[src/rtl/pbcb_pkg.sv]
// Shared types and constants for the packed bitmap clear blitter.
// No dependencies; imported by the controller and the top level.
`timescale 1ns / 1ps

package pbcb_pkg;

  localparam int unsigned IMAGE_WORDS_DEF      = 1024;
  localparam int unsigned DISPLAY_SIDE_DEF     = 128;
  localparam int unsigned WORDS_PER_COLUMN_DEF = 4;

  localparam int unsigned WORD_W   = 32;
  localparam int unsigned FUNC_W   = 2;
  localparam int unsigned ADDR_W   = 10;
  localparam int unsigned POS_W    = 8;
  localparam int unsigned HEIGHT_W = 6;
  localparam int unsigned BIT_W    = 5;

  localparam logic [HEIGHT_W-1:0] HEIGHT_MAX = 6'd32;

  typedef enum logic [FUNC_W-1:0] {
    FUNC_LOAD  = 2'd0,
    FUNC_BLIT  = 2'd1,
    FUNC_READ  = 2'd2,
    FUNC_WRITE = 2'd3
  } func_e;

  typedef enum logic [2:0] {
    ST_CLEAR,
    ST_IDLE,
    ST_READ,
    ST_MOD_Q,
    ST_MOD_R,
    ST_BLIT
  } state_e;

  // Pull h bits of the stream out of two adjacent image words.
  function automatic logic [WORD_W-1:0] stream_bits(
    input logic [WORD_W-1:0] lo_word,
    input logic [WORD_W-1:0] hi_word,
    input logic [BIT_W-1:0]  shift,
    input logic [WORD_W-1:0] mask
  );
    logic [2*WORD_W-1:0] joined;
    joined = {hi_word, lo_word} >> shift;
    return joined[WORD_W-1:0] & mask;
  endfunction

endpackage

[src/rtl/pbcb_ctrl.sv]
// Item sequencer: handshake, clearing pass, blit column pipeline with
// read-modify-write of the display store. Depends on pbcb_pkg.
`timescale 1ns / 1ps

module pbcb_ctrl #(
  parameter int unsigned IMAGE_WORDS      = pbcb_pkg::IMAGE_WORDS_DEF,
  parameter int unsigned DISPLAY_SIDE     = pbcb_pkg::DISPLAY_SIDE_DEF,
  parameter int unsigned WORDS_PER_COLUMN = pbcb_pkg::WORDS_PER_COLUMN_DEF,
  localparam int unsigned ImgAw  = $clog2(IMAGE_WORDS),
  localparam int unsigned DispAw = $clog2(DISPLAY_SIDE * WORDS_PER_COLUMN)
) (
  input  logic                                clk_i,
  input  logic                                rst_ni,
  input  logic                                in_valid_i,
  output logic                                in_ready_o,
  input  logic [pbcb_pkg::FUNC_W-1:0]         func_i,
  input  logic [pbcb_pkg::ADDR_W-1:0]         addr_i,
  input  logic [pbcb_pkg::WORD_W-1:0]         word_data_i,
  input  logic [pbcb_pkg::POS_W-1:0]          pos_x_i,
  input  logic [pbcb_pkg::POS_W-1:0]          pos_y_i,
  input  logic [pbcb_pkg::POS_W-1:0]          img_width_i,
  input  logic [pbcb_pkg::HEIGHT_W-1:0]       img_height_i,
  input  logic [pbcb_pkg::ADDR_W-1:0]         start_word_i,
  input  logic [pbcb_pkg::BIT_W-1:0]          start_bit_i,
  output logic                                out_valid_o,
  input  logic                                out_ready_i,
  output logic [pbcb_pkg::WORD_W-1:0]         read_data_o,
  output logic                                clipped_o,
  output logic                                img_we_o,
  output logic [ImgAw-1:0]                    img_waddr_o,
  output logic [pbcb_pkg::WORD_W-1:0]         img_wdata_o,
  output logic [ImgAw-1:0]                    img_raddr_a_o,
  output logic [ImgAw-1:0]                    img_raddr_b_o,
  input  logic [pbcb_pkg::WORD_W-1:0]         img_rdata_a_i,
  input  logic [pbcb_pkg::WORD_W-1:0]         img_rdata_b_i,
  output logic                                disp_we_o,
  output logic [DispAw-1:0]                   disp_waddr_o,
  output logic [pbcb_pkg::WORD_W-1:0]         disp_wdata_o,
  output logic [DispAw-1:0]                   disp_raddr_a_o,
  output logic [DispAw-1:0]                   disp_raddr_b_o,
  input  logic [pbcb_pkg::WORD_W-1:0]         disp_rdata_a_i,
  input  logic [pbcb_pkg::WORD_W-1:0]         disp_rdata_b_i
);

  import pbcb_pkg::*;

  localparam int unsigned DispWords = DISPLAY_SIDE * WORDS_PER_COLUMN;
  localparam int unsigned IdxW      = $clog2(WORDS_PER_COLUMN * 256 + 8);
  // start_word mod IMAGE_WORDS by reciprocal; exact for all 10-bit inputs
  localparam int unsigned ModK      = ADDR_W + ImgAw;
  localparam int unsigned Recip     = ((2 ** ModK) + IMAGE_WORDS - 1) / IMAGE_WORDS;
  localparam int unsigned RecipW    = $clog2(Recip + 1);
  localparam int unsigned ProdW     = ADDR_W + RecipW;

  state_e state_q, state_d;

  // control
  logic                out_valid_q, out_valid_d;
  logic                p2_vld_q, p2_vld_d;
  logic                wr1_pend_q, wr1_pend_d;
  logic                clip_q, clip_d;
  logic [DispAw-1:0]   clr_cnt_q;

  // payload
  logic [WORD_W-1:0]   read_data_q;
  logic                clipped_q;
  logic [POS_W-1:0]    width_q, col_q, x_q;
  logic [HEIGHT_W-1:0] h_q;
  logic [WORD_W-1:0]   mask_q;
  logic [2:0]          doff_q;
  logic [BIT_W-1:0]    dbit_q;
  logic                straddle_q;
  logic [ADDR_W-1:0]   sw_q, q_q;
  logic [ImgAw-1:0]    wi_q;
  logic [BIT_W-1:0]    bi_q;
  logic [BIT_W-1:0]    s2_bi_q;
  logic [DispAw-1:0]   s2_addr0_q, s2_addr1_q;
  logic                s2_ok0_q, s2_ok1_q;
  logic [DispAw-1:0]   wr1_addr_q;
  logic [WORD_W-1:0]   wr1_data_q;
  logic                fwd0_q, fwd1_q;
  logic [WORD_W-1:0]   fwd_data_q;

  logic                accept, issue, blit_done;
  func_e               func;
  logic                disp_addr_ok, img_addr_ok;
  logic [HEIGHT_W-1:0] h_sat;
  logic [POS_W-1:0]    top;
  logic [HEIGHT_W-1:0] room;
  logic [WORD_W-1:0]   mask_new;
  logic [ImgAw-1:0]    wi_nx;
  logic [IdxW-1:0]     didx, didx1;
  logic                ok0, ok1;
  logic [HEIGHT_W-1:0] bsum;
  logic [WORD_W-1:0]   rd0, rd1, pix, new0, new1;
  logic [2*WORD_W-1:0] clr_bits;
  logic [ProdW-1:0]    prod;
  logic [ADDR_W-1:0]   rem;

  assign func         = func_e'(func_i);
  assign in_ready_o   = (state_q == ST_IDLE) && (!out_valid_q || out_ready_i);
  assign accept       = in_valid_i && in_ready_o;
  assign disp_addr_ok = 32'(addr_i) < DispWords;
  assign img_addr_ok  = 32'(addr_i) < IMAGE_WORDS;

  // blit geometry, latched at accept
  assign h_sat    = (img_height_i > HEIGHT_MAX) ? HEIGHT_MAX : img_height_i;
  assign top      = POS_W'(DISPLAY_SIDE) - pos_y_i - POS_W'(h_sat) + 8'd1;
  assign room     = HEIGHT_MAX - HEIGHT_W'(top[BIT_W-1:0]);
  assign mask_new = h_sat[BIT_W] ? '1 : ((32'd1 << h_sat[BIT_W-1:0]) - 32'd1);

  // column address generation
  assign wi_nx = (wi_q == ImgAw'(IMAGE_WORDS - 1)) ? '0 : wi_q + 1'b1;
  assign didx  = IdxW'(WORDS_PER_COLUMN * x_q) + IdxW'(doff_q);
  assign didx1 = didx + 1'b1;
  assign ok0   = didx < IdxW'(DispWords);
  assign ok1   = didx1 < IdxW'(DispWords);
  assign bsum  = HEIGHT_W'(bi_q) + h_q;

  // second stage: read data arrives, modify
  assign rd0      = fwd0_q ? fwd_data_q : disp_rdata_a_i;
  assign rd1      = fwd1_q ? fwd_data_q : disp_rdata_b_i;
  assign pix      = stream_bits(img_rdata_a_i, img_rdata_b_i, s2_bi_q, mask_q);
  assign clr_bits = {32'd0, pix} << dbit_q;
  assign new0     = rd0 & ~clr_bits[WORD_W-1:0];
  assign new1     = rd1 & ~clr_bits[2*WORD_W-1:WORD_W];

  assign prod = ProdW'(sw_q) * ProdW'(Recip);
  assign rem  = sw_q - ADDR_W'(q_q * IMAGE_WORDS);

  // one column per cycle, but when the columns straddle a display word and need a
  // second write, a column issues only while the second stage is empty
  assign issue     = (state_q == ST_BLIT) && (col_q != width_q) &&
                     !(p2_vld_q && straddle_q);
  assign blit_done = (state_q == ST_BLIT) && (col_q == width_q) &&
                     !p2_vld_q && !wr1_pend_q;

  always_ff @(posedge clk_i or negedge rst_ni) begin
    if (!rst_ni) begin
      state_q <= ST_CLEAR;
    end else begin
      state_q <= state_d;
    end
  end

  always_comb begin
    state_d        = state_q;
    img_we_o       = 1'b0;
    img_waddr_o    = ImgAw'(addr_i);
    img_wdata_o    = word_data_i;
    img_raddr_a_o  = wi_q;
    img_raddr_b_o  = wi_nx;
    disp_we_o      = 1'b0;
    disp_waddr_o   = DispAw'(addr_i);
    disp_wdata_o   = word_data_i;
    disp_raddr_a_o = didx[DispAw-1:0];
    disp_raddr_b_o = didx1[DispAw-1:0];
    out_valid_d    = out_valid_q && !out_ready_i;
    p2_vld_d       = issue;
    wr1_pend_d     = 1'b0;
    clip_d         = clip_q;

    unique case (state_q)
      ST_CLEAR: begin
        disp_we_o    = 1'b1;
        disp_waddr_o = clr_cnt_q;
        disp_wdata_o = '1;
        if (clr_cnt_q == DispAw'(DispWords - 1)) begin
          state_d = ST_IDLE;
        end
      end
      ST_IDLE: begin
        disp_raddr_a_o = DispAw'(addr_i);
        if (accept) begin
          clip_d = 1'b0;
          unique case (func)
            FUNC_LOAD: begin
              img_we_o    = img_addr_ok;
              out_valid_d = 1'b1;
            end
            FUNC_WRITE: begin
              disp_we_o   = disp_addr_ok;
              out_valid_d = 1'b1;
            end
            FUNC_READ: begin
              if (disp_addr_ok) begin
                state_d = ST_READ;
              end else begin
                out_valid_d = 1'b1;
              end
            end
            FUNC_BLIT: begin
              state_d = ST_MOD_Q;
            end
            default: begin
              state_d = ST_IDLE;
            end
          endcase
        end
      end
      ST_READ: begin
        out_valid_d = 1'b1;
        state_d     = ST_IDLE;
      end
      ST_MOD_Q: begin
        state_d = ST_MOD_R;
      end
      ST_MOD_R: begin
        state_d = ST_BLIT;
      end
      ST_BLIT: begin
        priority if (wr1_pend_q) begin
          disp_we_o    = 1'b1;
          disp_waddr_o = wr1_addr_q;
          disp_wdata_o = wr1_data_q;
        end else if (p2_vld_q) begin
          disp_we_o    = s2_ok0_q;
          disp_waddr_o = s2_addr0_q;
          disp_wdata_o = new0;
          wr1_pend_d   = straddle_q && s2_ok1_q;
          clip_d       = clip_q || !s2_ok0_q || (straddle_q && !s2_ok1_q);
        end
        if (blit_done) begin
          out_valid_d = 1'b1;
          state_d     = ST_IDLE;
        end
      end
      default: begin
        state_d = ST_IDLE;
      end
    endcase
  end

  always_ff @(posedge clk_i or negedge rst_ni) begin
    if (!rst_ni) begin
      out_valid_q <= 1'b0;
      p2_vld_q    <= 1'b0;
      wr1_pend_q  <= 1'b0;
      clip_q      <= 1'b0;
      clr_cnt_q   <= '0;
    end else begin
      out_valid_q <= out_valid_d;
      p2_vld_q    <= p2_vld_d;
      wr1_pend_q  <= wr1_pend_d;
      clip_q      <= clip_d;
      if (state_q == ST_CLEAR) begin
        clr_cnt_q <= clr_cnt_q + 1'b1;
      end
    end
  end

  always_ff @(posedge clk_i) begin
    // catch a write that lands on an address being read this cycle
    fwd0_q     <= disp_we_o && (disp_waddr_o == disp_raddr_a_o);
    fwd1_q     <= disp_we_o && (disp_waddr_o == disp_raddr_b_o);
    fwd_data_q <= disp_wdata_o;

    if (accept) begin
      read_data_q <= '0;
      clipped_q   <= (func == FUNC_READ || func == FUNC_WRITE) && !disp_addr_ok;
      width_q     <= img_width_i;
      col_q       <= '0;
      x_q         <= pos_x_i;
      h_q         <= h_sat;
      mask_q      <= mask_new;
      doff_q      <= top[POS_W-1:BIT_W];
      dbit_q      <= top[BIT_W-1:0];
      straddle_q  <= room < h_sat;
      sw_q        <= start_word_i;
      bi_q        <= start_bit_i;
    end
    if (state_q == ST_READ) begin
      read_data_q <= rd0;
      clipped_q   <= 1'b0;
    end
    if (blit_done) begin
      read_data_q <= '0;
      clipped_q   <= clip_q;
    end
    if (state_q == ST_MOD_Q) begin
      q_q <= ADDR_W'(prod >> ModK);
    end
    if (state_q == ST_MOD_R) begin
      wi_q <= ImgAw'(rem);
    end
    if (issue) begin
      col_q      <= col_q + 1'b1;
      x_q        <= x_q + 1'b1;
      bi_q       <= bsum[BIT_W-1:0];
      if (bsum[BIT_W]) begin
        wi_q <= wi_nx;
      end
      s2_bi_q    <= bi_q;
      s2_addr0_q <= didx[DispAw-1:0];
      s2_addr1_q <= didx1[DispAw-1:0];
      s2_ok0_q   <= ok0;
      s2_ok1_q   <= ok1;
    end
    if (state_q == ST_BLIT && !wr1_pend_q && p2_vld_q) begin
      wr1_addr_q <= s2_addr1_q;
      wr1_data_q <= new1;
    end
  end

  assign out_valid_o = out_valid_q;
  assign read_data_o = read_data_q;
  assign clipped_o   = clipped_q;

endmodule

[config.mk]
export PLATFORM = sky130hd
export DESIGN_NAME = pbcb_ctrl
export DESIGN_NICKNAME = d
export VERILOG_FILES = /design/src/rtl/pbcb_pkg.sv /design/src/rtl/pbcb_ctrl.sv
export SDC_FILE = /design/constraint.sdc
export NUM_CORES = 1
export LEC_CHECK = 0
export CORE_MARGIN = 8
export CORE_UTILIZATION = 60
export CTS_BUF_LIST = sky130_fd_sc_hd__clkbuf_2
export DETAILED_ROUTE_END_ITERATION = 8
export DONT_BUFFER_PORTS = 1
export PLACE_DENSITY = 0.76
export SLEW_MARGIN = 40
export SYNTH_ARGS = -nofsm -noshare
export SYNTH_HDL_FRONTEND = slang
export SYNTH_SLANG_ARGS = --single-unit
export TNS_END_PERCENT = 20
[constraint.sdc]
create_clock -name clk_i -period 6.47 [get_ports clk_i]
set_input_delay 0.3235 -clock clk_i [delete_from_list [all_inputs] [get_ports clk_i]]
set_output_delay 0.3235 -clock clk_i [all_outputs]
set_load 0.01 [all_outputs]
==> metrics list <==
* Outcome: complete, but fails checks
- Violated checks: DRC
* Height of the die: 203 um
- The count of final max-slew check failures came to 0.
- Number of placed I/O pins: 379
- Critical Path End Type: primary output
* Leak: 8.70 nW
- Mean Syn Cell Area: 9.51 um^2
- Traced cell by cell, the critical path runs through buf_4 > mux4_2 > mux4_2 > and3_1 > or3_1 > a221oi_2 > mux2i_1 > mux4_2 > a21oi_2.
- Global routing used 41.2% of the available tracks.
* Proportion of synthesized chip area in sequential cells: 31.1%
* Category of the most critical setup path: flip-flop to primary output
* Via count: 21100
- Netlist area before placement: 21000 um^2
- Including well taps, the total number of placed cells is 2503.
- STA classifies the critical path startpoint as a flip-flop.
- Main area contributors after synthesis: edfxtp_1 22%, mux4_2 10%, mux2i_1 7.4%
- CTS tree: done
* DP Area: 21000 um^2
- Slew at the pin with the worst max-slew slack: 0.911 ns
* Post-detailed-route DRC marker count: 11
- Setup violations remaining at the end of the flow were counted as 0.
- Worst setup timing slack at the placement stage: 1.63 ns
* Number of buffers and inverters on the critical path: 1
- Clock tree synthesis found a total of 245 sinks.
* Total congestion overflow after global routing: 0
- Top achievable clock speed: 167 MHz
- Req. time, crit path: 6.15 ns
* Most frequent cell after synthesis: nand2_1
- Number of enable-type register cells in the synthesized netlist: 153
- Maximum buffer depth of the clock tree: 3
- Data arrives at the worst endpoint at 5.66 ns.
- Counting flops with an async set or reset pin after synthesis yields a share of 6.53%.
- Number of antenna violations at the first check in global routing: 6
- Cell type with the highest occurrence count on the critical path: mux4_2
- Power density over the cells: 470 nW/um^2
- The detail route stage leaves a number of antenna-violating nets equal to 0.
- The post-route netlist has 16.1% of its cells at a drive strength greater than 1.
- Row cnt: 68
- Post-CTS repair changed the size of 0 cells.
- Worst hold-check path type: input pin to flip-flop
* Critical Path Fanout Max: 14
- Measured along the x axis, the die boundary spans 203 um.
- The die covers 41200 um^2.
* Post-route setup TNS: 0 ns
* Cell-internal power: 5.36 mW
* Placed wire-length estimate after detailed placement: 62.5 mm
- Crit path setup slack, layout: 0.488 ns
- The clock period could shrink to 5.98 ns.
- Peak supply drop: 0.000410 V
- Number of distinct library cells after synthesis: 93
- Synthesis-to-layout area growth: 12.7%
* Wire length of the first global-routing pass: 131 mm
* Post-detailed-route wirelength per cell: 31.5 um
- Fraction of power consumed by the clock network: 10.3%
- Max Cap Viol: 0
* Clock slew at reported path FFs: 0.11 ns
* Pin count of the biggest net entering global routing: 74
* Hold violation total from the final report: 0
* Slowest cell on the critical path: edfxtp_1
- Setup repair after global routing left no endpoint under its margin.
* Total number of H-tree levels: 2
- In this design, the largest share of critical-path delay is due to multiplexers.
- Share of power burned in registers: 25.0%
- Net switching power: 5.75 mW
- Measured against its own limit, the worst slew margin works out to 38.9%.
- Setup clock skew after layout: 0.0991 ns
- Switching fraction of total power: 51.8%
* Summed area of non-filler cells in the final layout: 23700 um^2
* Combinational share of power: 64.7%
* I/O Buffers: 0
- The later pin in the worst-skew pair is clocked with a latency of 1.02 ns.
* Root Driver: clkbuf_2
* Wire length reported by the detailed router: 88.9 mm
* CTS buffer count: 61
- In the finished design, the share of the clock period the worst path needs comes to 92.5%.
- Synth Net Count: 2467
* Final nets: 2576
- During synthesis, Yosys emitted a total of 0 warnings.
- The initial utilization of the core area, before any placement, comes to 60.9%.
* Post-Layout Cell Count: 2821
* Proportion of netlist area held by the largest area contributor: 21.9%
- Via count of the first global-routing pass: 20300
* Iteration count of the initial detailed-routing pass: 9
- Initial detailed-routing violation count: 2711
* Weighted congestion at the end of routability-driven global placement: 1.00
- CP peak stage delay: 0.85 ns
- The core region is 34500 um^2.
- Flip-flop and latch count after synthesis: 245
* Cell accounting for the most synthesized area: edfxtp_1
* Detailed-route vias per instance: 7.48
- Synthesis handed over a netlist of 2206 instances.
- Among all flip-flop cells after synthesis, the most frequent one is edfxtp_1.
- The commonest cells after synthesis are 225 x nand2_1, 155 x mux2i_1, 153 x edfxtp_1, 145 x nor2_1, 114 x a21oi_1.
power by group through the flow:
stage	Sequential [mW]	Clock, mW	Combinational [mW]
floorplan	2.56	0	4.81
global placement	2.77	0	6.45
detailed placement	2.76	0	6.59
CTS	2.73	1.11	6.80
global route	2.81	1.21	7.49
finish	2.78	1.14	7.19
state kept, by name, summed over array words and instances, names as in the netlist, 3 cells and up:
name / cells
state_q: 3
s2_addr0_q: 9
dbit_q: 5
s2_bi_q: 5
x_q: 8
h_q: 6
s2_addr1_q: 9
doff_q: 3
bi_q: 5
wr1_data_q: 32
img_raddr_a_o: 10
col_q: 8
sw_q: 10
read_data_o: 32
width_q: 8
wr1_addr_q: 9
fwd_data_q: 32
clr_cnt_q: 9
mask_q: 32
through the flow:
stage,power [mW],hold WS (ns),utilization (%)
6_report,11.1,0.101,68.6
5_1_grt,11.5,0.0221,68.6
4_1_cts,10.6,0.0185,68.4
3_5_place_dp,9.35,0.0283,60.8
3_3_place_gp,9.22,0.0284,60.6
2_1_floorplan,7.37,0.0279,-
worst paths after layout:
path | from | to | slack, ns | cells past startpoint
worst min register to register | s2_addr1_q[2]$_DFFE_PP_ | wr1_addr_q[2]$_DFFE_PP_ | 0.38 | 0
min in group asynchronous | rst_ni | clr_cnt_q[5]$_DFFE_PN0P_ | 0.31 | 3
worst max-delay path | s2_bi_q[1]$_DFFE_PP_ | disp_wdata_o[24] | 0.49 | 9
worst max register to register | s2_bi_q[1]$_DFFE_PP_ | fwd_data_q[23]$_DFF_P_ | 1.10 | 11
worst min-delay path | start_bit_i[2] | bi_q[2]$_DFFE_PP_ | 0.10 | 3
max in group asynchronous | rst_ni | wr1_pend_q$_DFF_PN0_ | 5.77 | 3
cell families (layout without fill, tap and decap cells):
kind of cell | count (synthesis) | count (layout) | share of synthesized area, %
flops | 245 | 245 | 31.1
fa+ha+maj | 40 | 40 | 2.46
buf+inv | 275 | 430 | 6.43
other cells | 0 | 5 | 0
mux | 339 | 339 | 22.7
simple gates | 634 | 634 | 14.1
xor+xnor | 81 | 81 | 3.38
compound gates | 592 | 592 | 19.9
tightest hold or removal path: cells and delay by family:
| kind | cells | cell delay, ns |
|---|---|---|
| AO/OA/AOI/OAI | 1 | 0.06 |
| buffers and inverters | 1 | 0.53 |
| AND/OR/NAND/NOR | 1 | 0.05 |
final cells by class:
type	instances	area, um^2
Multi-Input combinational cell	1686	13200
Fill cell	2532	10800
Sequential cell	245	6520
Timing Repair Buffer	254	2490
Tap cell	455	569
Clock buffer	95	475
Inverter	67	251
Clock inverter	14	108
Antenna cell	5	12.5
layer usage:
| metal | GRT usage (%) | up-vias | wire length, um |
|---|---|---|---|
| li1 | - | 8740 | - |
| met1 | 50.8 | 10100 | 31400 |
| met2 | 64.6 | 1891 | 40000 |
| met3 | 11.3 | 382 | 11400 |
| met4 | 23.5 | 0 | 6100 |
| met5 | 0 | - | 0 |
layout by cell type (no fill, tap or decap), drive strengths merged, types with 28 or more instances in the layout:
cell / synthesis / final
nand2: 225 / 225
dlygate4sd3: 0 / 202
mux2i: 157 / 157
edfxtp: 153 / 153
nor2: 145 / 145
a21oi: 115 / 115
o21ai: 107 / 107
mux4: 99 / 99
clkbuf: 111 / 95
mux2: 83 / 83
dfxtp: 76 / 76
nand3: 67 / 67
inv: 64 / 65
xnor2: 57 / 57
buf: 97 / 52
o22ai: 46 / 46
nor3: 39 / 39
ha: 38 / 38
nor2b: 32 / 32
a211oi: 28 / 28
timing repair:
action,in CTS,in global routing
endpoints found under the hold margin,197,16
buffers inserted,0,0
hold buffers,202,1
Power figures use the tool's default switching activity.
